[config.mk]
export PLATFORM = sky130hd
export DESIGN_NAME = beat_interval_rate_averager
export DESIGN_NICKNAME = d
export VERILOG_FILES = /design/src/rtl/bira_pkg.sv /design/src/rtl/bira_div.sv /design/src/rtl/bira_hist.sv /design/src/rtl/beat_interval_rate_averager.sv
export SDC_FILE = /design/constraint.sdc
export NUM_CORES = 1
export LEC_CHECK = 0
export ABC_AREA = 0
export BUFFER_PORTS_ARGS = -buffer_cell sky130_fd_sc_hd__buf_2
export CAP_MARGIN = 30
export CORE_ASPECT_RATIO = 2
export CORE_MARGIN = 1
export CORE_UTILIZATION = 40
export CTS_BUF_LIST = sky130_fd_sc_hd__clkbuf_4 sky130_fd_sc_hd__clkbuf_8
export CTS_CLUSTER_DIAMETER = 40
export DETAILED_ROUTE_END_ITERATION = 10
export HOLD_SLACK_MARGIN = 0.03
export SLEW_MARGIN = 20
export SYNTH_ARGS = -nofsm -noshare
export SYNTH_HDL_FRONTEND = slang
export SYNTH_SLANG_ARGS = --single-unit
[constraint.sdc]
create_clock -name clk -period 6.69 [get_ports clk]
set_input_delay 0.3345 -clock clk [delete_from_list [all_inputs] [get_ports clk]]
set_output_delay 0.3345 -clock clk [all_outputs]
set_load 0.01 [all_outputs]
[src/rtl/bira_pkg.sv]
// Shared types and constants for the beat interval rate averager.
// No dependencies; imported by every module of the block.
package bira_pkg;

  localparam int HISTORY_DEPTH = 4;
  localparam int SLOT_W        = (HISTORY_DEPTH > 1) ? $clog2(HISTORY_DEPTH) : 1;
  localparam int RATE_W        = 8;
  localparam int SUM_W         = $clog2(HISTORY_DEPTH * 255 + 1);
  localparam int TIME_W        = 32;
  localparam int PROD_W        = TIME_W + RATE_W;
  localparam int DIV_W         = 16;
  localparam int DIV_CNT_W     = $clog2(DIV_W);
  localparam int CFG_IDX_W     = 8;

  localparam logic [DIV_W-1:0]     MS_PER_MINUTE    = 16'd60000;
  localparam logic [RATE_W-1:0]    RATE_SAT         = 8'd255;
  localparam logic [RATE_W-1:0]    LOW_LIMIT_RESET  = 8'd20;
  localparam logic [RATE_W-1:0]    HIGH_LIMIT_RESET = 8'd255;
  localparam logic [CFG_IDX_W-1:0] REG_LOW_LIMIT    = 8'd0;
  localparam logic [CFG_IDX_W-1:0] REG_HIGH_LIMIT   = 8'd1;

  typedef enum logic [2:0] {
    S_IDLE,
    S_MUL_LO,
    S_MUL_HI,
    S_CHECK,
    S_DIV_RATE,
    S_AVG_START,
    S_DIV_AVG,
    S_DONE
  } seq_state_t;

  typedef struct packed {
    logic              start;
    logic [DIV_W-1:0]  dividend;
    logic [TIME_W-1:0] divisor;
  } div_req_t;

  typedef struct packed {
    logic             done;
    logic [DIV_W-1:0] quotient;
  } div_rsp_t;

endpackage

[src/rtl/bira_div.sv]
// Restoring divider, one quotient bit per cycle, 16-bit dividend by 32-bit divisor.
// Depends on bira_pkg.
module bira_div import bira_pkg::*; (
  input  logic     clk,
  input  logic     rst_n,
  input  div_req_t req,
  output div_rsp_t rsp
);

  logic                 busy_r, busy_nxt;
  logic                 done_r, done_nxt;
  logic [DIV_CNT_W-1:0] cnt_r, cnt_nxt;
  logic [DIV_W-1:0]     rem_r, rem_nxt;
  logic [DIV_W-1:0]     quo_r, quo_nxt;
  logic [TIME_W-1:0]    dvs_r, dvs_nxt;
  logic [DIV_W:0]       trial;
  logic                 fits;

  // remainder never reaches 2^16, so a 17-bit trial is enough
  assign trial = {rem_r, quo_r[DIV_W-1]};
  assign fits  = {{(TIME_W-DIV_W-1){1'b0}}, trial} >= dvs_r;

  always_comb begin
    busy_nxt = busy_r;
    done_nxt = 1'b0;
    cnt_nxt  = cnt_r;
    rem_nxt  = rem_r;
    quo_nxt  = quo_r;
    dvs_nxt  = dvs_r;
    if (req.start) begin
      busy_nxt = 1'b1;
      cnt_nxt  = '0;
      rem_nxt  = '0;
      quo_nxt  = req.dividend;
      dvs_nxt  = req.divisor;
    end else if (busy_r) begin
      rem_nxt = fits ? DIV_W'(trial - dvs_r[DIV_W:0]) : trial[DIV_W-1:0];
      quo_nxt = {quo_r[DIV_W-2:0], fits};
      cnt_nxt = cnt_r + 1'b1;
      if (cnt_r == DIV_CNT_W'(DIV_W - 1)) begin
        busy_nxt = 1'b0;
        done_nxt = 1'b1;
      end
    end
  end

  always_ff @(posedge clk) begin
    if (!rst_n) begin
      busy_r <= 1'b0;
      done_r <= 1'b0;
      cnt_r  <= '0;
    end else begin
      busy_r <= busy_nxt;
      done_r <= done_nxt;
      cnt_r  <= cnt_nxt;
    end
    rem_r <= rem_nxt;
    quo_r <= quo_nxt;
    dvs_r <= dvs_nxt;
  end

  assign rsp.done     = done_r;
  assign rsp.quotient = quo_r;

endmodule

[src/rtl/bira_hist.sv]
// Rate history ring with a running sum of its entries.
// Depends on bira_pkg.
module bira_hist import bira_pkg::*; (
  input  logic              clk,
  input  logic              rst_n,
  input  logic              wr_en,
  input  logic [RATE_W-1:0] wr_data,
  output logic [SUM_W-1:0]  sum
);

  logic [RATE_W-1:0] entry_r [HISTORY_DEPTH];
  logic [SLOT_W-1:0] slot_r, slot_nxt;
  logic [SUM_W-1:0]  sum_r, sum_nxt;

  always_comb begin
    slot_nxt = slot_r;
    sum_nxt  = sum_r;
    if (wr_en) begin
      sum_nxt  = sum_r - SUM_W'(entry_r[slot_r]) + SUM_W'(wr_data);
      slot_nxt = (slot_r == SLOT_W'(HISTORY_DEPTH - 1)) ? '0 : slot_r + 1'b1;
    end
  end

  always_ff @(posedge clk) begin
    if (!rst_n) begin
      slot_r <= '0;
      sum_r  <= '0;
      for (int i = 0; i < HISTORY_DEPTH; i++) begin
        entry_r[i] <= '0;
      end
    end else begin
      slot_r <= slot_nxt;
      sum_r  <= sum_nxt;
      if (wr_en) begin
        entry_r[slot_r] <= wr_data;
      end
    end
  end

  assign sum = sum_r;

endmodule

[src/rtl/beat_interval_rate_averager.sv]
// Beat interval rate averager: top level with sequencer and limit multiplier.
// Depends on bira_pkg, bira_div and bira_hist.
//
// Usage
//   in_*  : one transaction per detected beat, carrying its millisecond timestamp.
//   out_* : one transaction per beat: instant rate (60000/interval, saturated to
//           255), an accept flag, and the truncated mean of the rate history.
//   cfg_* : register writes (index 0 low limit, 1 high limit), always ready;
//           unknown indexes are ignored.
// Sequence
//   States S_MUL_LO and S_MUL_HI form the limit products, then S_CHECK tests
//   them and launches the 16-step divider for the rate. For an accepted beat
//   S_AVG_START updates the ring and S_DIV_AVG takes the mean; every beat ends
//   in S_DONE, which hands the result over, after which the sequencer returns
//   to S_IDLE. in_stall is high from a taken beat until S_IDLE, so a new beat
//   is taken only after the last one is handed over. The rate divide is the
//   longest step.
// Reset
//   Synchronous, active low: previous timestamp, history, slot and held mean
//   clear to zero, limits go to 20 and 255.
// Back-pressure
//   Results sit in an output register; the next beat can be taken while one
//   waits. A finished result holds in the sequencer until the register frees.
module beat_interval_rate_averager import bira_pkg::*; (
  input  logic                 clk,
  input  logic                 rst_n,
  // beat input
  input  logic                 in_valid,
  output logic                 in_stall,
  input  logic [TIME_W-1:0]    in_beat_time_ms,
  // result output
  output logic                 out_valid,
  input  logic                 out_stall,
  output logic [RATE_W-1:0]    out_instant_rate,
  output logic                 out_rate_accepted,
  output logic [RATE_W-1:0]    out_average_rate,
  // register writes
  input  logic                 cfg_valid,
  output logic                 cfg_ready,
  input  logic [CFG_IDX_W-1:0] cfg_index,
  input  logic [RATE_W-1:0]    cfg_data
);

  seq_state_t state_r, state_nxt;

  logic [RATE_W-1:0] low_limit_r, high_limit_r;
  logic [TIME_W-1:0] prev_time_r, prev_time_nxt;
  logic [TIME_W-1:0] interval_r, interval_nxt;
  logic [PROD_W-1:0] prod_r, prod_nxt;
  logic              lo_ok_r, lo_ok_nxt;
  logic              acc_r, acc_nxt;
  logic [RATE_W-1:0] rate_r, rate_nxt;
  logic [RATE_W-1:0] held_avg_r, held_avg_nxt;

  logic              out_valid_r, out_valid_nxt;
  logic [RATE_W-1:0] out_rate_r, out_rate_nxt;
  logic              out_acc_r, out_acc_nxt;
  logic [RATE_W-1:0] out_avg_r, out_avg_nxt;

  logic              in_take;
  logic [RATE_W-1:0] mul_op;
  logic [RATE_W-1:0] rate_sat;
  logic              hist_wr;
  logic [SUM_W-1:0]  hist_sum;
  div_req_t          div_req;
  div_rsp_t          div_rsp;

  bira_div u_div (
    .clk   (clk),
    .rst_n (rst_n),
    .req   (div_req),
    .rsp   (div_rsp)
  );

  bira_hist u_hist (
    .clk     (clk),
    .rst_n   (rst_n),
    .wr_en   (hist_wr),
    .wr_data (rate_r),
    .sum     (hist_sum)
  );

  assign in_stall  = (state_r != S_IDLE);
  assign in_take   = in_valid && !in_stall;
  assign cfg_ready = 1'b1;

  // one 8x32 multiplier, shared between the two limit products
  assign mul_op   = (state_r == S_MUL_LO) ? low_limit_r : high_limit_r;
  assign rate_sat = (|div_rsp.quotient[DIV_W-1:RATE_W]) ? RATE_SAT
                                                         : div_rsp.quotient[RATE_W-1:0];

  always_comb begin
    state_nxt     = state_r;
    prev_time_nxt = prev_time_r;
    interval_nxt  = interval_r;
    prod_nxt      = prod_r;
    lo_ok_nxt     = lo_ok_r;
    acc_nxt       = acc_r;
    rate_nxt      = rate_r;
    held_avg_nxt  = held_avg_r;
    out_valid_nxt = out_valid_r && out_stall;
    out_rate_nxt  = out_rate_r;
    out_acc_nxt   = out_acc_r;
    out_avg_nxt   = out_avg_r;
    hist_wr       = 1'b0;
    div_req       = '{start: 1'b0, dividend: MS_PER_MINUTE, divisor: interval_r};

    case (state_r)
      S_IDLE: begin
        if (in_take) begin
          interval_nxt  = in_beat_time_ms - prev_time_r;
          prev_time_nxt = in_beat_time_ms;
          state_nxt     = S_MUL_LO;
        end
      end
      S_MUL_LO: begin
        prod_nxt  = PROD_W'(mul_op) * PROD_W'(interval_r);
        state_nxt = S_MUL_HI;
      end
      S_MUL_HI: begin
        lo_ok_nxt = prod_r < PROD_W'(MS_PER_MINUTE);
        prod_nxt  = PROD_W'(mul_op) * PROD_W'(interval_r);
        state_nxt = S_CHECK;
      end
      S_CHECK: begin
        acc_nxt       = lo_ok_r && (prod_r > PROD_W'(MS_PER_MINUTE));
        div_req.start = 1'b1;
        state_nxt     = S_DIV_RATE;
      end
      S_DIV_RATE: begin
        if (div_rsp.done) begin
          rate_nxt  = rate_sat;
          state_nxt = acc_r ? S_AVG_START : S_DONE;
        end
      end
      S_AVG_START: begin
        // history sum updates this cycle; the mean is taken once it has settled
        hist_wr   = 1'b1;
        state_nxt = S_DIV_AVG;
      end
      S_DIV_AVG: begin
        // depth is a power of two, so the mean is a plain shift
        held_avg_nxt = RATE_W'(hist_sum / SUM_W'(HISTORY_DEPTH));
        state_nxt    = S_DONE;
      end
      S_DONE: begin
        if (!out_valid_r || !out_stall) begin
          out_valid_nxt = 1'b1;
          out_rate_nxt  = rate_r;
          out_acc_nxt   = acc_r;
          out_avg_nxt   = held_avg_r;
          state_nxt     = S_IDLE;
        end
      end
      default: begin
        state_nxt = S_IDLE;
      end
    endcase
  end

  always_ff @(posedge clk) begin
    if (!rst_n) begin
      state_r      <= S_IDLE;
      low_limit_r  <= LOW_LIMIT_RESET;
      high_limit_r <= HIGH_LIMIT_RESET;
      prev_time_r  <= '0;
      held_avg_r   <= '0;
      out_valid_r  <= 1'b0;
    end else begin
      state_r     <= state_nxt;
      prev_time_r <= prev_time_nxt;
      held_avg_r  <= held_avg_nxt;
      out_valid_r <= out_valid_nxt;
      if (cfg_valid && cfg_ready) begin
        case (cfg_index)
          REG_LOW_LIMIT:  low_limit_r  <= cfg_data;
          REG_HIGH_LIMIT: high_limit_r <= cfg_data;
          default: begin
          end
        endcase
      end
    end
    interval_r <= interval_nxt;
    prod_r     <= prod_nxt;
    lo_ok_r    <= lo_ok_nxt;
    acc_r      <= acc_nxt;
    rate_r     <= rate_nxt;
    out_rate_r <= out_rate_nxt;
    out_acc_r  <= out_acc_nxt;
    out_avg_r  <= out_avg_nxt;
  end

  assign out_valid         = out_valid_r;
  assign out_instant_rate  = out_rate_r;
  assign out_rate_accepted = out_acc_r;
  assign out_average_rate  = out_avg_r;

  // an accepted rate lies within the limits
  a_acc_in_limits: assert property (@(posedge clk) disable iff (!rst_n)
    out_valid && out_rate_accepted |->
      (out_instant_rate >= low_limit_r) && (out_instant_rate < high_limit_r))
    else $error("accepted rate outside limits");

  // the divider only finishes while an item is being worked on
  a_div_busy: assert property (@(posedge clk) disable iff (!rst_n)
    div_rsp.done |-> (state_r == S_DIV_RATE) || (state_r == S_DIV_AVG))
    else $error("divider result outside a divide state");

  // a taken beat closes the input until the item is finished
  a_in_closes: assert property (@(posedge clk) disable iff (!rst_n)
    in_valid && !in_stall |=> in_stall)
    else $error("input not stalled after a beat");

endmodule

---- Word-level counts from Yosys, hierarchy flattened ----
Memory sizes are Yosys's and may differ from the RTL's. A register that Yosys moved wholly into a read port is not among the register bits.
Index checks and enable logic that the tools add are counted.
storage, ports and cells
  flip-flop bits (word level) ............. 241
  bits in writable memories ............... 32
  bits of input ports ..................... 53
  output and inout port bits .............. 20
  logic and storage cells ................. 94
  memories ................................ 1
memories
  memory          words  bits a word  rd ports  clocked after Yosys merged registers in  write ports  RTL line         source
  u_hist.entry_r  4      8            1         1                                        4            bira_hist.sv:11  logic [RATE_W-1:0] entry_r [HISTORY_DEPTH];
cells by class
  add/subtract/negate cells ............... 6
  multipliers ............................. 1
  $lt $le $gt $ge ......................... 3
  eq/ne operators ......................... 13
  multiplexer cells ....................... 25
  bitwise gates (word level) .............. 2
  reductions and logical operators ........ 21
operators by type and width
  cell                                                           count
  > comparator 40 x 16 -> 1 bit (second input constant)          1
  less-than comparator 40 x 16 -> 1 bit (second input constant)  1
  multiplier 8 x 32 -> 40 bit                                    1
  >= comparator 17 x 32 -> 1 bit                                 1
  subtractor 32 bit                                              1
  one-hot mux 3 bit (8 select lines)                             1
  two-way mux 16 bit                                             1
  two-way mux 8 bit                                              2
  OR reduction 8 bit                                             2
  subtractor 16 bit                                              1
  two-way mux 1 bit                                              13
  equality test 3 bit (second input constant)                    4
  adder 10 x 8 -> 10 bit                                         1
  two-way mux 2 bit                                              5
  AND reduction 2 bit                                            5
  subtractor 10 x 8 -> 10 bit                                    1
  two-way mux 3 bit                                              3
  equality test 8 x 1 -> 1 bit (second input constant)           1
  zero test 8 bit                                                1
  equality test 3 x 2 -> 1 bit (second input constant)           2
  adder 4 x 1 -> 4 bit (second input constant)                   1
  equality test 4 bit (second input constant)                    1
  inequality test 2 bit (second input constant)                  2
  OR reduction 2 bit                                             2
  12 further kinds                                               17

---- Logic depth before layout (Yosys ltp) ----
Gate-level depths: netlist of the first run.
  depth in word-level cells ............... 7
  depth in mapped cells ................... 24
  mapped depth without buffers ............ 21

---- By module ----
A second synthesis of the first run with hierarchy kept.
second synthesis, totals
  cells, all modules ...................... 2229
  area total of the unflattened synthesis .. 21938.5 um2
by module, submodules not included
  module                       instances  cells each  area an instance (um2)  seq. area each (um2)
  beat_interval_rate_averager  1          1676        15758.9                 4174.0
  bira_div                     1          315         3542.1                  1881.8
  bira_hist                    1          238         2637.5                  1241.2

---- Worst setup path before layout of the first run ----
Ideal clock, no wire load.
  path type ............................... flip-flop to flip-flop
  start ................................... reg state_r[2]
  end ..................................... reg prod_r[37], data pin
  library setup time ...................... 260 ps
  arrival time ............................ 5749 ps
  required time ........................... 6430 ps
  setup slack ............................. 681 ps
  cell stages (with the launch flop) ...... 21
  path buffers ............................ 2
  period minus slack after synthesis ...... 6009 ps
  cell sequence ........................... dfxtp_1 -> clkbuf_1 -> nor3b_2 -> mux2_2 -> clkbuf_1 -> and2_1 -> fa_1 -> fa_1 -> fa_1 -> inv_1 -> fa_1 -> inv_1 -> ha_1 -> a21oi_1 -> o21a_1 -> o21ai_0 -> o21bai_2 -> o41ai_4 -> o21ai_2 -> a311oi_2 -> xnor2_1
between the ends
  cells in the longest elaborated chain, start to end .. 3
RTL lines
  what                          RTL line                                                                source
  start, declared               beat_interval_rate_averager.sv:44                                       seq_state_t state_r, state_nxt;
  start signal, assigned        beat_interval_rate_averager.sv:170                                      state_r <= state_nxt;
  equality test 3 x 1 -> 1 bit  beat_interval_rate_averager.sv:88, beat_interval_rate_averager.sv:108
  two-way mux 8 bit             beat_interval_rate_averager.sv:88                                       assign mul_op = (state_r == S_MUL_LO) ? low_limit_r : high_limit_r;
  multiplier 8 x 32 -> 40 bit   beat_interval_rate_averager.sv:117, beat_interval_rate_averager.sv:122
  end signal, assigned          beat_interval_rate_averager.sv:184                                      prod_r <= prod_nxt;
  end, declared                 beat_interval_rate_averager.sv:49                                       logic [PROD_W-1:0] prod_r, prod_nxt;
No other way between the ends.
A chain may end at the register's enable or synchronous reset.

---- Worst setup path in the final report of the first run ----
  start ................................... reg state_r[1]
  end ..................................... reg prod_r[38], data pin
The elaborated chain is that of the path after synthesis.

==> qor.csv, run 1 <==
stage,metric,value,unit
floorplanning,Initial Util,40.5,%
floorplanning,Core Rows,119,
synthesis,proportion of synthesized area in mux cells,3.44,%
hold_path,Hold Path Class,primary input to flop,
synthesis,mapped cell area,21300,um2
sta,worst relative slew slack,36.7,%
outcome,status,completed,
final_layout,P&R area growth vs syn,10.6,%
critical_path,Worst EP arrival,6.62,ns
floorplanning,chip height,328,um
sta,final setup fails,0,
critical_path,R2R Path Start,state_r[1]$_SDFFE_PN0P_,
place,# placed instances,2805,
sta,Highest Clock Rate,159,MHz
cts,Hold Buf Count CTS,41,
critical_path,CP Launch Type,flop,
hold_path,WHS Endpoint,state_r[0]$_SDFFE_PN0P_,
sta,worst-margin pin slew,0.948,ns
hold_path,Hold Path Origin,in_valid,
floorplanning,total die area,54100,um2
critical_path,Critical Path End Type,flop,
place,routability cong.,0.864,
drt,Routed Antenna Nets,0,
critical_path,worst r2r dst,prod_r[38]$_DFFE_PP_,
cts,clock root cell,clkbuf_8,
cts,Worst-Skew Late Latency,0.60,ns
place,Setup WS pre-CTS,0.472,ns
synthesis,yosys warns,0,
global_route,first-pass GRT wire length,86800,um
cts,CTS H-tree lvls,2,
synthesis,post-synthesis cell count,2138,
critical_path,Reg2Reg Depth,20,
synthesis,xor/xnor cell area share of the yosys netlist,3.42,%
global_route,pin count of the biggest net entering global routing,81,
final_layout,share of layout cells above drive strength 1,9.51,%
drt,vias per std cell,5.24,
critical_path,Crit Path Category,flop to flop,
final_layout,post-route design area,23500,um2
global_route,initial antenna violation count,1,
critical_path,CP Max Fanout,32,
floorplanning,die span in x,165,um
synthesis,Synth Area in Simple Gates,16.6,%
sta,final hold vios,0,
sta,worst clock skew,0.0230,ns
synthesis,Mapped Nets,2501,
run,max-cap viol count,0,
place,Port Buf Inserts,71,
drt,Total Wirelength,52800,um
critical_path,"Data required, critical path",7.03,ns
synthesis,asr flop ratio synth,0,%
final_layout,Post-Layout Cell Count,2927,
drt,routed len/inst,18.0,um
global_route,Overflow after GRT,0,
synthesis,syn avg cell area,9.95,um2
synthesis,prevailing post-synth register cell,edfxtp_1,
sta,RSZ-0062 raised after global routing,no,
final_layout,Final nets,2592,
hold_path,Worst Hold Depth,4,
cts,TritonCTS Buffers,43,
synthesis,number of synthesized flops with an enable pin,163,
sta,final slew viol count,0,
synthesis,Synth Register Bits,275,
sta,Fin Setup TNS,0,ns
cts,Post-CTS Setup Repair Bufs,0,
place,placed cell areas,22200,um2
cts,clock sink count,275,
drt,Starting DRT DRC Count,708,
drt,DRC,0,
sta,Final min period,6.28,ns
global_route,Overall Global Routing Usage,20.7,%
cts,Worst-path clk slew,0.07,ns
drt,drt pass-1 iters,5,
synthesis,compound-cell area share of the yosys netlist,11.2,%
cts,CTS tree,yes,
sta,post-route worst setup slack,0.410,ns
synthesis,proportion of synthesized chip area in sequential cells,33.6,%
synthesis,largest family of logic cells by synthesized area,adder cells,
drt,via count,15300,
global_route,vias in the first global route,16900,
cts,clk buf depth,3,
floorplanning,Floorplan Core Area,52600,um2
cts,CTS resizes,0,
place,HPWL after detailed placement,40900,um
critical_path,R2R Setup Slk,0.41,ns
sta,Tcrit/Tclk final,93.9,%
synthesis,Yosys cell types,86,
synthesis,adder-cell share of the synthesized area,24.9,%
floorplanning,IO Pins,73,
[flip-flops by register name (all words and copies together) (netlist names), 2 cells and up, named ones only]
| signal | count |
|---|---|
| u_hist.slot_r | 2 |
| u_div.cnt_r | 4 |
| u_div.quo_r | 16 |
| high_limit_r | 8 |
| rate_r | 8 |
| state_r | 3 |
| u_div.dvs_r | 32 |
| u_hist.sum | 10 |
| held_avg_r | 8 |
| out_instant_rate | 8 |
| out_average_rate | 8 |
| u_hist.entry_r | 32 |
| interval_r | 32 |
| u_div.rem_r | 16 |
| low_limit_r | 8 |
| prev_time_r | 32 |
| prod_r | 40 |
[cell usage after synthesis, types with 3 or more instances]
library cell	number	area share, %
a221oi_2	3	0.21
o21ai_1	6	0.14
ha_1	120	7.1
xnor2_1	61	2.5
or3_1	4	0.12
nand3b_1	3	0.11
fa_1	190	18
mux4_2	8	0.85
nor2b_1	30	0.88
xor2_1	22	0.91
o21ai_2	3	0.12
a211oi_1	6	0.21
a21oi_1	102	2.4
mux2_2	8	0.42
nand2b_1	15	0.44
nor3_1	14	0.33
a2111oi_0	4	0.16
or2_2	10	0.29
dfxtp_1	112	11
nor2_1	69	1.2
nand2_1	220	3.9
inv_1	297	5.2
o21ai_0	56	1.3
buf_2	3	0.071
o211ai_1	4	0.14
clkbuf_1	71	1.3
nand3_1	25	0.59
a21o_1	43	1.5
a31oi_1	9	0.26
o21bai_1	14	0.49
o21a_1	15	0.53
a21boi_0	40	1.4
o31ai_1	3	0.11
nand4_1	15	0.44
nor4_1	23	0.68
and3_1	15	0.44
edfxtp_1	163	23
and2_1	217	6.4
nor3b_1	5	0.18
mux2i_1	46	2.2
buf_1	6	0.11
[metal layers]
metal	up-vias	wire [um]	part of all wire (%)	GRT usage [%]
met3	157	1250	2.4	1.98
met1	7625	17200	33	18.8
met4	0	3800	7.2	13.5
li1	7243	-	-	-
met5	-	0	0	0
met2	298	30500	58	41.7
[metrics by stage]
stage / util (%) / hold WS (ns)
6_report: 44.7 / 0.236
5_1_grt: 44.7 / 0.246
4_1_cts: 44.7 / 0.203
3_5_place_dp: 42.3 / 0.420
3_3_place_gp: 42.3 / 0.418
2_1_floorplan: - / 0.408
[layout by cell type, fill, tap and decap left out, types with 41 or more instances in the layout]
cell type,instances
mux2i_1,46
a21o_1,43
xnor2_1,61
ha_1,120
fa_1,190
dlygate4sd3_1,41
inv_1,296
nor2_1,69
buf_2,73
clkbuf_8,45
and2_1,217
o21ai_0,56
nand2_1,220
edfxtp_1,163
a21oi_1,101
dfxtp_1,111
[worst max path at each step]
stage / start / endpoint / slack (ns) / depth (start not counted)
floorplan: state_r[2]$_SDFFE_PN0P_ / prod_r[37]$_DFFE_PP_ / 0.68 / 20
CTS: state_r[1]$_SDFFE_PN0P_ / prod_r[30]$_DFFE_PP_ / 0.44 / 20
detailed placement: state_r[1]$_SDFFE_PN0P_ / prod_r[37]$_DFFE_PP_ / 0.47 / 19
global placement: state_r[1]$_SDFFE_PN0P_ / prod_r[36]$_DFFE_PP_ / 0.54 / 20
global route: state_r[1]$_SDFFE_PN0P_ / prod_r[30]$_DFFE_PP_ / 0.05 / 20
finish: state_r[1]$_SDFFE_PN0P_ / prod_r[38]$_DFFE_PP_ / 0.41 / 20
[worst max-delay path: stages, from the launching register on]
cell and delay, ns:
dfxtp_1 0.32, nor3b_2 0.17, buf_4 0.19, mux2_2 0.59
and2_1 0.28, fa_1 0.51, fa_1 0.52, fa_1 0.59
inv_1 0.07, fa_1 0.54, inv_1 0.04, ha_1 0.36
a21oi_1 0.22, o211ai_1 0.13, o31ai_1 0.39, nand3b_1 0.13
o2bb2ai_1 0.19, a211oi_1 0.33, o211ai_1 0.13, a31oi_1 0.23
xnor2_1 0.08
[cell families (layout without fill, tap and decap cells)]
family | count (synthesis) | count (layout)
fa+ha+maj | 310 | 310
simple gates | 678 | 678
other cells | 1 | 2
flops | 275 | 275
mux | 62 | 62
xor+xnor | 83 | 83
compound gates | 349 | 349
buf+inv | 380 | 503
[final cells by class]
class,count,area (um2)
fillers,5086,29000
multi-input cells,1483,12700
flip-flops and latches,275,7140
inverters,297,1110
repair buffers,129,917
well taps,665,832
clock buffers,60,732
clock inverters,17,97.6
diodes,1,2.50
Power of run 1 is left out: the tool's default activity adds up to more than one toggle a clock period on the data nets, which glitch-free logic cannot reach.
==> run 2, diff against run 1 <==
Settings changed: BUFFER_PORTS_ARGS -buffer_cell sky130_fd_sc_hd__buf_2 to -buffer_cell sky130_fd_sc_hd__clkbuf_2, CTS_CLUSTER_SIZE set to 30, RECOVER_POWER set to 50.
==> qor.csv, run 2 (synthesis results as in run 1) <==
stage,metric,value,unit,change
final_layout,Finished Core Util,44.6,%,-0.13 points
floorplanning,Floorplan Core Area,52600,um2,unchanged
critical_path,Crit Path Category,flop to flop,,
floorplanning,IO Pins,73,,unchanged
place,HPWL after detailed placement,40900,um,+0.15%
critical_path,Reg2Reg Depth,19,,-5.0%
hold_path,Worst Hold Depth,4,,unchanged
final_layout,share of layout cells above drive strength 1,7.45,%,-2.1 points
sta,Highest Clock Rate,157,MHz,-1.7%
floorplanning,total die area,54100,um2,unchanged
critical_path,CP Launch Type,flop,,
outcome,status,finished with violations,,
cts,clock root cell,clkbuf_8,,
critical_path,"slowest stage delay, CP",0.63,ns,+0.04 ns
cts,Worst-Skew Late Latency,0.70,ns,+0.10 ns
global_route,Overall Global Routing Usage,20.5,%,-0.24 points
sta,final setup fails,0,,unchanged
final_layout,# fillers,5017,,-1.4%
drt,drt pass-1 iters,4,,-1
sta,worst-margin pin slew,2.20,ns,+1.25 ns
cts,clk buf depth,3,,unchanged
final_layout,Final nets,2581,,-0.42%
global_route,first-pass GRT wire length,85500,um,-1.5%
critical_path,CP Max Fanout,22,,-31%
sta,Tcrit/Tclk final,95.4,%,+1.6 points
critical_path,R2R Path Start,state_r[2]$_SDFFE_PN0P_,,
sta,RSZ-0062 raised after global routing,no,,
floorplanning,die span in x,165,um,unchanged
floorplanning,chip height,328,um,unchanged
critical_path,Critical Path End Type,flop,,
sta,worst relative slew slack,-46.8,%,-83 points
global_route,Overflow after GRT,0,,unchanged
sta,final slew viol count,135,,+135
drt,routed len/inst,18.1,um,+0.17%
final_layout,Biggest register,prod_r,,
critical_path,CP max stage cell,fa_1,,
place,Port Buf Inserts,71,,unchanged
drt,via count,15300,,-0.25%
sta,final hold vios,0,,unchanged
cts,Worst-path clk slew,0.12,ns,+0.05 ns
cts,Post-CTS Setup Repair Bufs,0,,unchanged
place,routability cong.,0.883,,+2.2%
hold_path,Hold Path Class,primary input to flop,,
place,# placed instances,2805,,unchanged
critical_path,worst r2r dst,prod_r[37]$_DFFE_PP_,,
drt,Starting DRT DRC Count,723,,+2.1%
final_layout,"most common cell after layout, fill and taps aside",inv_1,,
drt,Routed Antenna Nets,0,,unchanged
outcome,failing checks,"max-capacitance violations, max-slew violations",,
final_layout,"commonest cells after routing, fill and taps aside","297 x inv_1, 220 x nand2_1, 216 x and2_1",,
hold_path,Hold Path Origin,cfg_index[0],,
final_layout,max reg flops,40,,unchanged
critical_path,Crit path depth,19,,-5.0%
floorplanning,Core Rows,119,,unchanged
critical_path,most frequent cell on the critical path,fa_1,,
sta,Final min period,6.39,ns,+0.106 ns
cts,CTS tree,yes,,
run,max-cap viol count,4,,+4
floorplanning,Initial Util,40.5,%,unchanged
global_route,initial antenna violation count,1,,unchanged
global_route,vias in the first global route,16600,,-2.1%
cts,CTS H-tree lvls,1,,-1
hold_path,WHS Endpoint,low_limit_r[7]$_SDFFE_PN0P_,,
drt,Total Wirelength,52600,um,-0.48%
final_layout,P&R area growth vs syn,10.3,%,
critical_path,Setup crit start,state_r[2]$_SDFFE_PN0P_,,
sta,worst clock skew,0.0931,ns,+0.0701 ns
cts,TritonCTS Buffers,30,,-30%
critical_path,"Data required, critical path",7.05,ns,+0.02 ns
critical_path,Worst Path Buf+Inv,4,,+1
final_layout,Post-Layout Cell Count,2908,,-0.65%
drt,vias per std cell,5.26,,+0.40%
sta,Fin Setup TNS,0,ns,unchanged
critical_path,critical path cell sequence,nor3b_2 > buf_4 > mux2_2 > buf_4 > and2_1 > fa_1 > fa_1 > fa_1 > inv_1 > fa_1 > inv_1 > ha_1 > a21oi_1 > o21ai_0 > o21bai_2 > o41ai_4 > o21ai_2 > a311oi_2 > xnor2_1,,
cts,clock sink count,275,,unchanged
critical_path,R2R Setup Slk,0.30,ns,-0.11 ns
global_route,pin count of the biggest net entering global routing,80,,-1.2%
critical_path,Worst EP arrival,6.75,ns,+0.13 ns
critical_path,cell family with most CP delay,adder cells,,
drt,DRC,0,,unchanged
run 2: changes by cell type in the layout (fill, tap and decap cells not counted), moves of 3 or more:
cell	change
mux2_2	-4
clkbuf_1	+27
bufinv_16	+4
clkinv_2	-8
inv_16	+3
inv_12	+5
mux2_4	+3
clkbuf_4	-13
clkinv_1	-3
clkinv_8	+4
clkbuf_8	-15
clkbuf_2	+53
buf_2	-73
run 2: stage by stage:
stage / cell area [um2] / setup slack (ns) / hold slack, ns
3_3_place_gp: 22200 / 0.436 / 0.419
2_1_floorplan: 21300 / 0.681 / 0.408
5_1_grt: 23500 / 0.00488 / 0.0417
4_1_cts: 23500 / 0.205 / 0.0434
6_report: 23500 / 0.305 / 0.0674
3_5_place_dp: 22200 / 0.341 / 0.421
run 2: cell type report:
cell class | instances | area, um2 | area share (%)
Antenna cell | 1 | 2.50 | 0.0107
Clock buffer | 32 | 428 | 1.82
Clock inverter | 24 | 393 | 1.68
Inverter | 297 | 1110 | 4.75
Multi-Input combinational cell | 1483 | 12700 | 54.1
Sequential cell | 275 | 7140 | 30.4
Tap cell | 665 | 832 | 3.55
Timing Repair Buffer | 131 | 852 | 3.63
run 2: timing repair:
action | CTS | global route
gates resized for setup | 0 | 7
hold endpoints to repair | 51 | 0
hold buffers | 41 | 0
endpoints found under the setup margin | 0 | 13
run 2: tightest hold or removal path, stage by stage:
cell and delay [ns]:
clkbuf_2 0.09, nor2_1 0.09, mux2i_1 0.16, nor2b_1 0.06
run 2: worst max path at each step:
stage                                      end
final                     prod_r[37]$_DFFE_PP_
after global routing      prod_r[36]$_DFFE_PP_
after CTS                 prod_r[36]$_DFFE_PP_
after detailed placement  prod_r[37]$_DFFE_PP_
after global placement    prod_r[36]$_DFFE_PP_
after floorplan           prod_r[37]$_DFFE_PP_
run 2: metal layers:
| metal | vias up | GRT usage (%) | share of wire, % |
|---|---|---|---|
| met5 | - | 0 | 0 |
| met4 | 0 | 13.3 | 7.0 |
| met3 | 148 | 1.63 | 2.2 |
| met2 | 280 | 41.0 | 57 |
| met1 | 7634 | 19.1 | 33 |
| li1 | 7222 | - | - |
Power of run 2 is left out for the same reason.
==> run 3, diff against run 2 <==
Settings changed: CTS_BUF_LIST sky130_fd_sc_hd__clkbuf_4 sky130_fd_sc_hd__clkbuf_8 to not set.
==> qor.csv, run 3 (synthesis results as in run 1) <==
stage,metric,value,unit,change
outcome,status,finished with violations,,
outcome,failing checks,"max-capacitance violations, max-slew violations",,
drt,routed len/inst,18.1,um,+0.33%
hold_path,Hold Path Origin,cfg_data[0],,
final_layout,# fillers,4958,,-1.2%
critical_path,Worst EP arrival,6.68,ns,-0.07 ns
floorplanning,chip height,328,um,unchanged
critical_path,Critical Path End Type,flop,,
run,max-cap viol count,4,,unchanged
final_layout,register area,7140,um2,unchanged
place,HPWL after detailed placement,40900,um,unchanged
floorplanning,die span in x,165,um,unchanged
cts,Worst-Skew Late Latency,0.63,ns,-0.07 ns
sta,final slew viol count,135,,unchanged
global_route,GR Layer Usage met3,1.69,%,+0.063 points
cts,CTS tree,yes,,
drt,via count,15300,,+0.27%
floorplanning,IO Pins,73,,unchanged
final_layout,P&R area growth vs syn,11.8,%,
sta,worst clock skew,0.0766,ns,-0.0165 ns
final_layout,Final nets,2580,,-0.039%
sta,worst relative slew slack,-50.1,%,-3.3 points
critical_path,worst r2r dst,prod_r[37]$_DFFE_PP_,,
critical_path,"Data required, critical path",7.00,ns,-0.05 ns
final_layout,Biggest register,prod_r,,
drt,Starting DRT DRC Count,717,,-0.83%
global_route,pin count of the biggest net entering global routing,80,,unchanged
place,routability cong.,0.883,,unchanged
floorplanning,Core Rows,119,,unchanged
drt,Total Wirelength,52700,um,+0.26%
drt,Routed Antenna Nets,0,,unchanged
global_route,M2 GR Usage,41.2,%,+0.25 points
final_layout,max reg flops,40,,unchanged
global_route,Overall Global Routing Usage,20.6,%,+0.097 points
final_layout,share of layout cells above drive strength 1,7.41,%,-0.041 points
critical_path,CP max stage cell,fa_1,,
critical_path,Reg2Reg Depth,19,,unchanged
hold_path,Worst Hold Depth,3,,-1
final_layout,Antenna Diode Count,0,,-1
floorplanning,Floorplan Core Area,52600,um2,unchanged
global_route,Overflow after GRT,0,,unchanged
critical_path,R2R Path Start,state_r[2]$_SDFFE_PN0P_,,
critical_path,CP Launch Type,flop,,
floorplanning,Initial Util,40.5,%,unchanged
critical_path,R2R Setup Slk,0.31,ns,about the same
global_route,vias in the first global route,16700,,+0.44%
sta,Tcrit/Tclk final,95.3,%,-0.13 points
sta,worst-margin pin slew,2.25,ns,+0.0502 ns
sta,Highest Clock Rate,157,MHz,+0.14%
cts,clock sink count,275,,unchanged
global_route,first-pass GRT wire length,85900,um,+0.48%
cts,CTS H-tree lvls,1,,unchanged
sta,Fin Setup TNS,0,ns,unchanged
cts,clk buf depth,3,,unchanged
hold_path,Hold Path Class,primary input to flop,,
global_route,initial antenna violation count,0,,-1
cts,clock root cell,clkbuf_16,,
sta,final setup fails,0,,unchanged
final_layout,"most common cell after layout, fill and taps aside",inv_1,,
drt,drt pass-1 iters,5,,+1
critical_path,most frequent cell on the critical path,fa_1,,
critical_path,Crit Path Category,flop to flop,,
cts,Worst-path clk slew,0.08,ns,-0.04 ns
hold_path,WHS Endpoint,high_limit_r[0]$_SDFFE_PN1P_,,
global_route,Most Crowded Layer GR,met2,,
global_route,grt met1 use,19.2,%,+0.091 points
final_layout,area of the multi-input gates,12700,um2,about the same
drt,DRC,0,,unchanged
cts,Post-CTS Setup Repair Bufs,0,,unchanged
sta,final hold vios,0,,unchanged
sta,Final min period,6.38,ns,-0.00864 ns
drt,vias per std cell,5.27,,+0.34%
critical_path,CP Max Fanout,22,,unchanged
sta,RSZ-0062 raised after global routing,no,,
critical_path,"slowest stage delay, CP",0.63,ns,about the same
final_layout,"commonest cells after routing, fill and taps aside","297 x inv_1, 220 x nand2_1, 216 x and2_1",,
floorplanning,total die area,54100,um2,unchanged
critical_path,critical path cell sequence,nor3b_2 > buf_4 > mux2_2 > buf_4 > and2_1 > fa_1 > fa_1 > fa_1 > inv_1 > fa_1 > inv_1 > ha_1 > a21oi_1 > o21ai_0 > o21bai_2 > o41ai_4 > o21ai_2 > a311oi_2 > xnor2_1,,
place,Port Buf Inserts,71,,unchanged
cts,TritonCTS Buffers,30,,unchanged
==> run 3: cell types whose count changed in the layout (fill, tap and decap cells not counted), sizes merged <==
cell / previous run / this run
bufinv: 4 / 3
clkbuf: 112 / 113
clkinv: 8 / 9
diode: 1 / 0
dlygate4sd3: 41 / 40
inv: 308 / 307
==> run 3: area by class of cell <==
class	instances	area share, %
Multi-Input combinational cell	1483	53.4
Sequential cell	275	30.0
Inverter	297	4.69
Timing Repair Buffer	130	3.54
Tap cell	665	3.50
Clock buffer	33	3.29
Clock inverter	23	1.58
==> run 3: repair_timing <==
action / 4_1_cts / 5_1_grt
gates resized for setup: 0 / 7
endpoints found under the hold margin: 46 / 0
hold buffers: 40 / 0
endpoints found under the setup margin: 0 / 12
==> run 3: per-layer routing <==
metal | share of wire (%) | routed length (um)
met1 | 33 | 17500
met4 | 7.0 | 3700
met3 | 2.4 | 1280
met5 | 0 | 0
met2 | 57 | 30300
==> run 3: per-stage QoR <==
| step | std cells | worst slack, ns | hold WS [ns] | utilization (%) | cell area (um2) |
|---|---|---|---|---|---|
| 6_report | 2906 | 0.313 | 0.0580 | 45.3 | 23800 |
| 5_1_grt | 2906 | 0.0376 | 0.0513 | 45.3 | 23800 |
| 4_1_cts | 2901 | 0.232 | 0.0325 | 45.3 | 23800 |
| 3_5_place_dp | 2805 | 0.341 | 0.421 | 42.3 | 22200 |
| 3_3_place_gp | 2804 | 0.436 | 0.419 | 42.3 | 22200 |
| 2_1_floorplan | 2138 | 0.681 | 0.408 | - | 21300 |
==> run 3: critical path, delay by kind of cell (launching register included) <==
family,cells,cell delay [ns]
AO/OA/AOI/OAI,6,1.47
adder cells (fa/ha/maj),5,2.52
AND/OR/NAND/NOR,2,0.39
flip-flops,1,0.42
XOR/XNOR,1,0.09
multiplexers,1,0.53
buffers and inverters,4,0.61
==> run 3: worst max-delay path by stage <==
stage	start	to	slack [ns]	depth (start not counted)
finish	state_r[2]$_SDFFE_PN0P_	prod_r[37]$_DFFE_PP_	0.31	19
global route	state_r[2]$_SDFFE_PN0P_	prod_r[38]$_DFFE_PP_	0.04	20
CTS	state_r[2]$_SDFFE_PN0P_	prod_r[36]$_DFFE_PP_	0.23	20
detailed placement	state_r[2]$_SDFFE_PN0P_	prod_r[37]$_DFFE_PP_	0.34	19
global placement	state_r[2]$_SDFFE_PN0P_	prod_r[36]$_DFFE_PP_	0.44	20
floorplan	state_r[2]$_SDFFE_PN0P_	prod_r[37]$_DFFE_PP_	0.68	20
Power of run 3 is left out for the same reason.
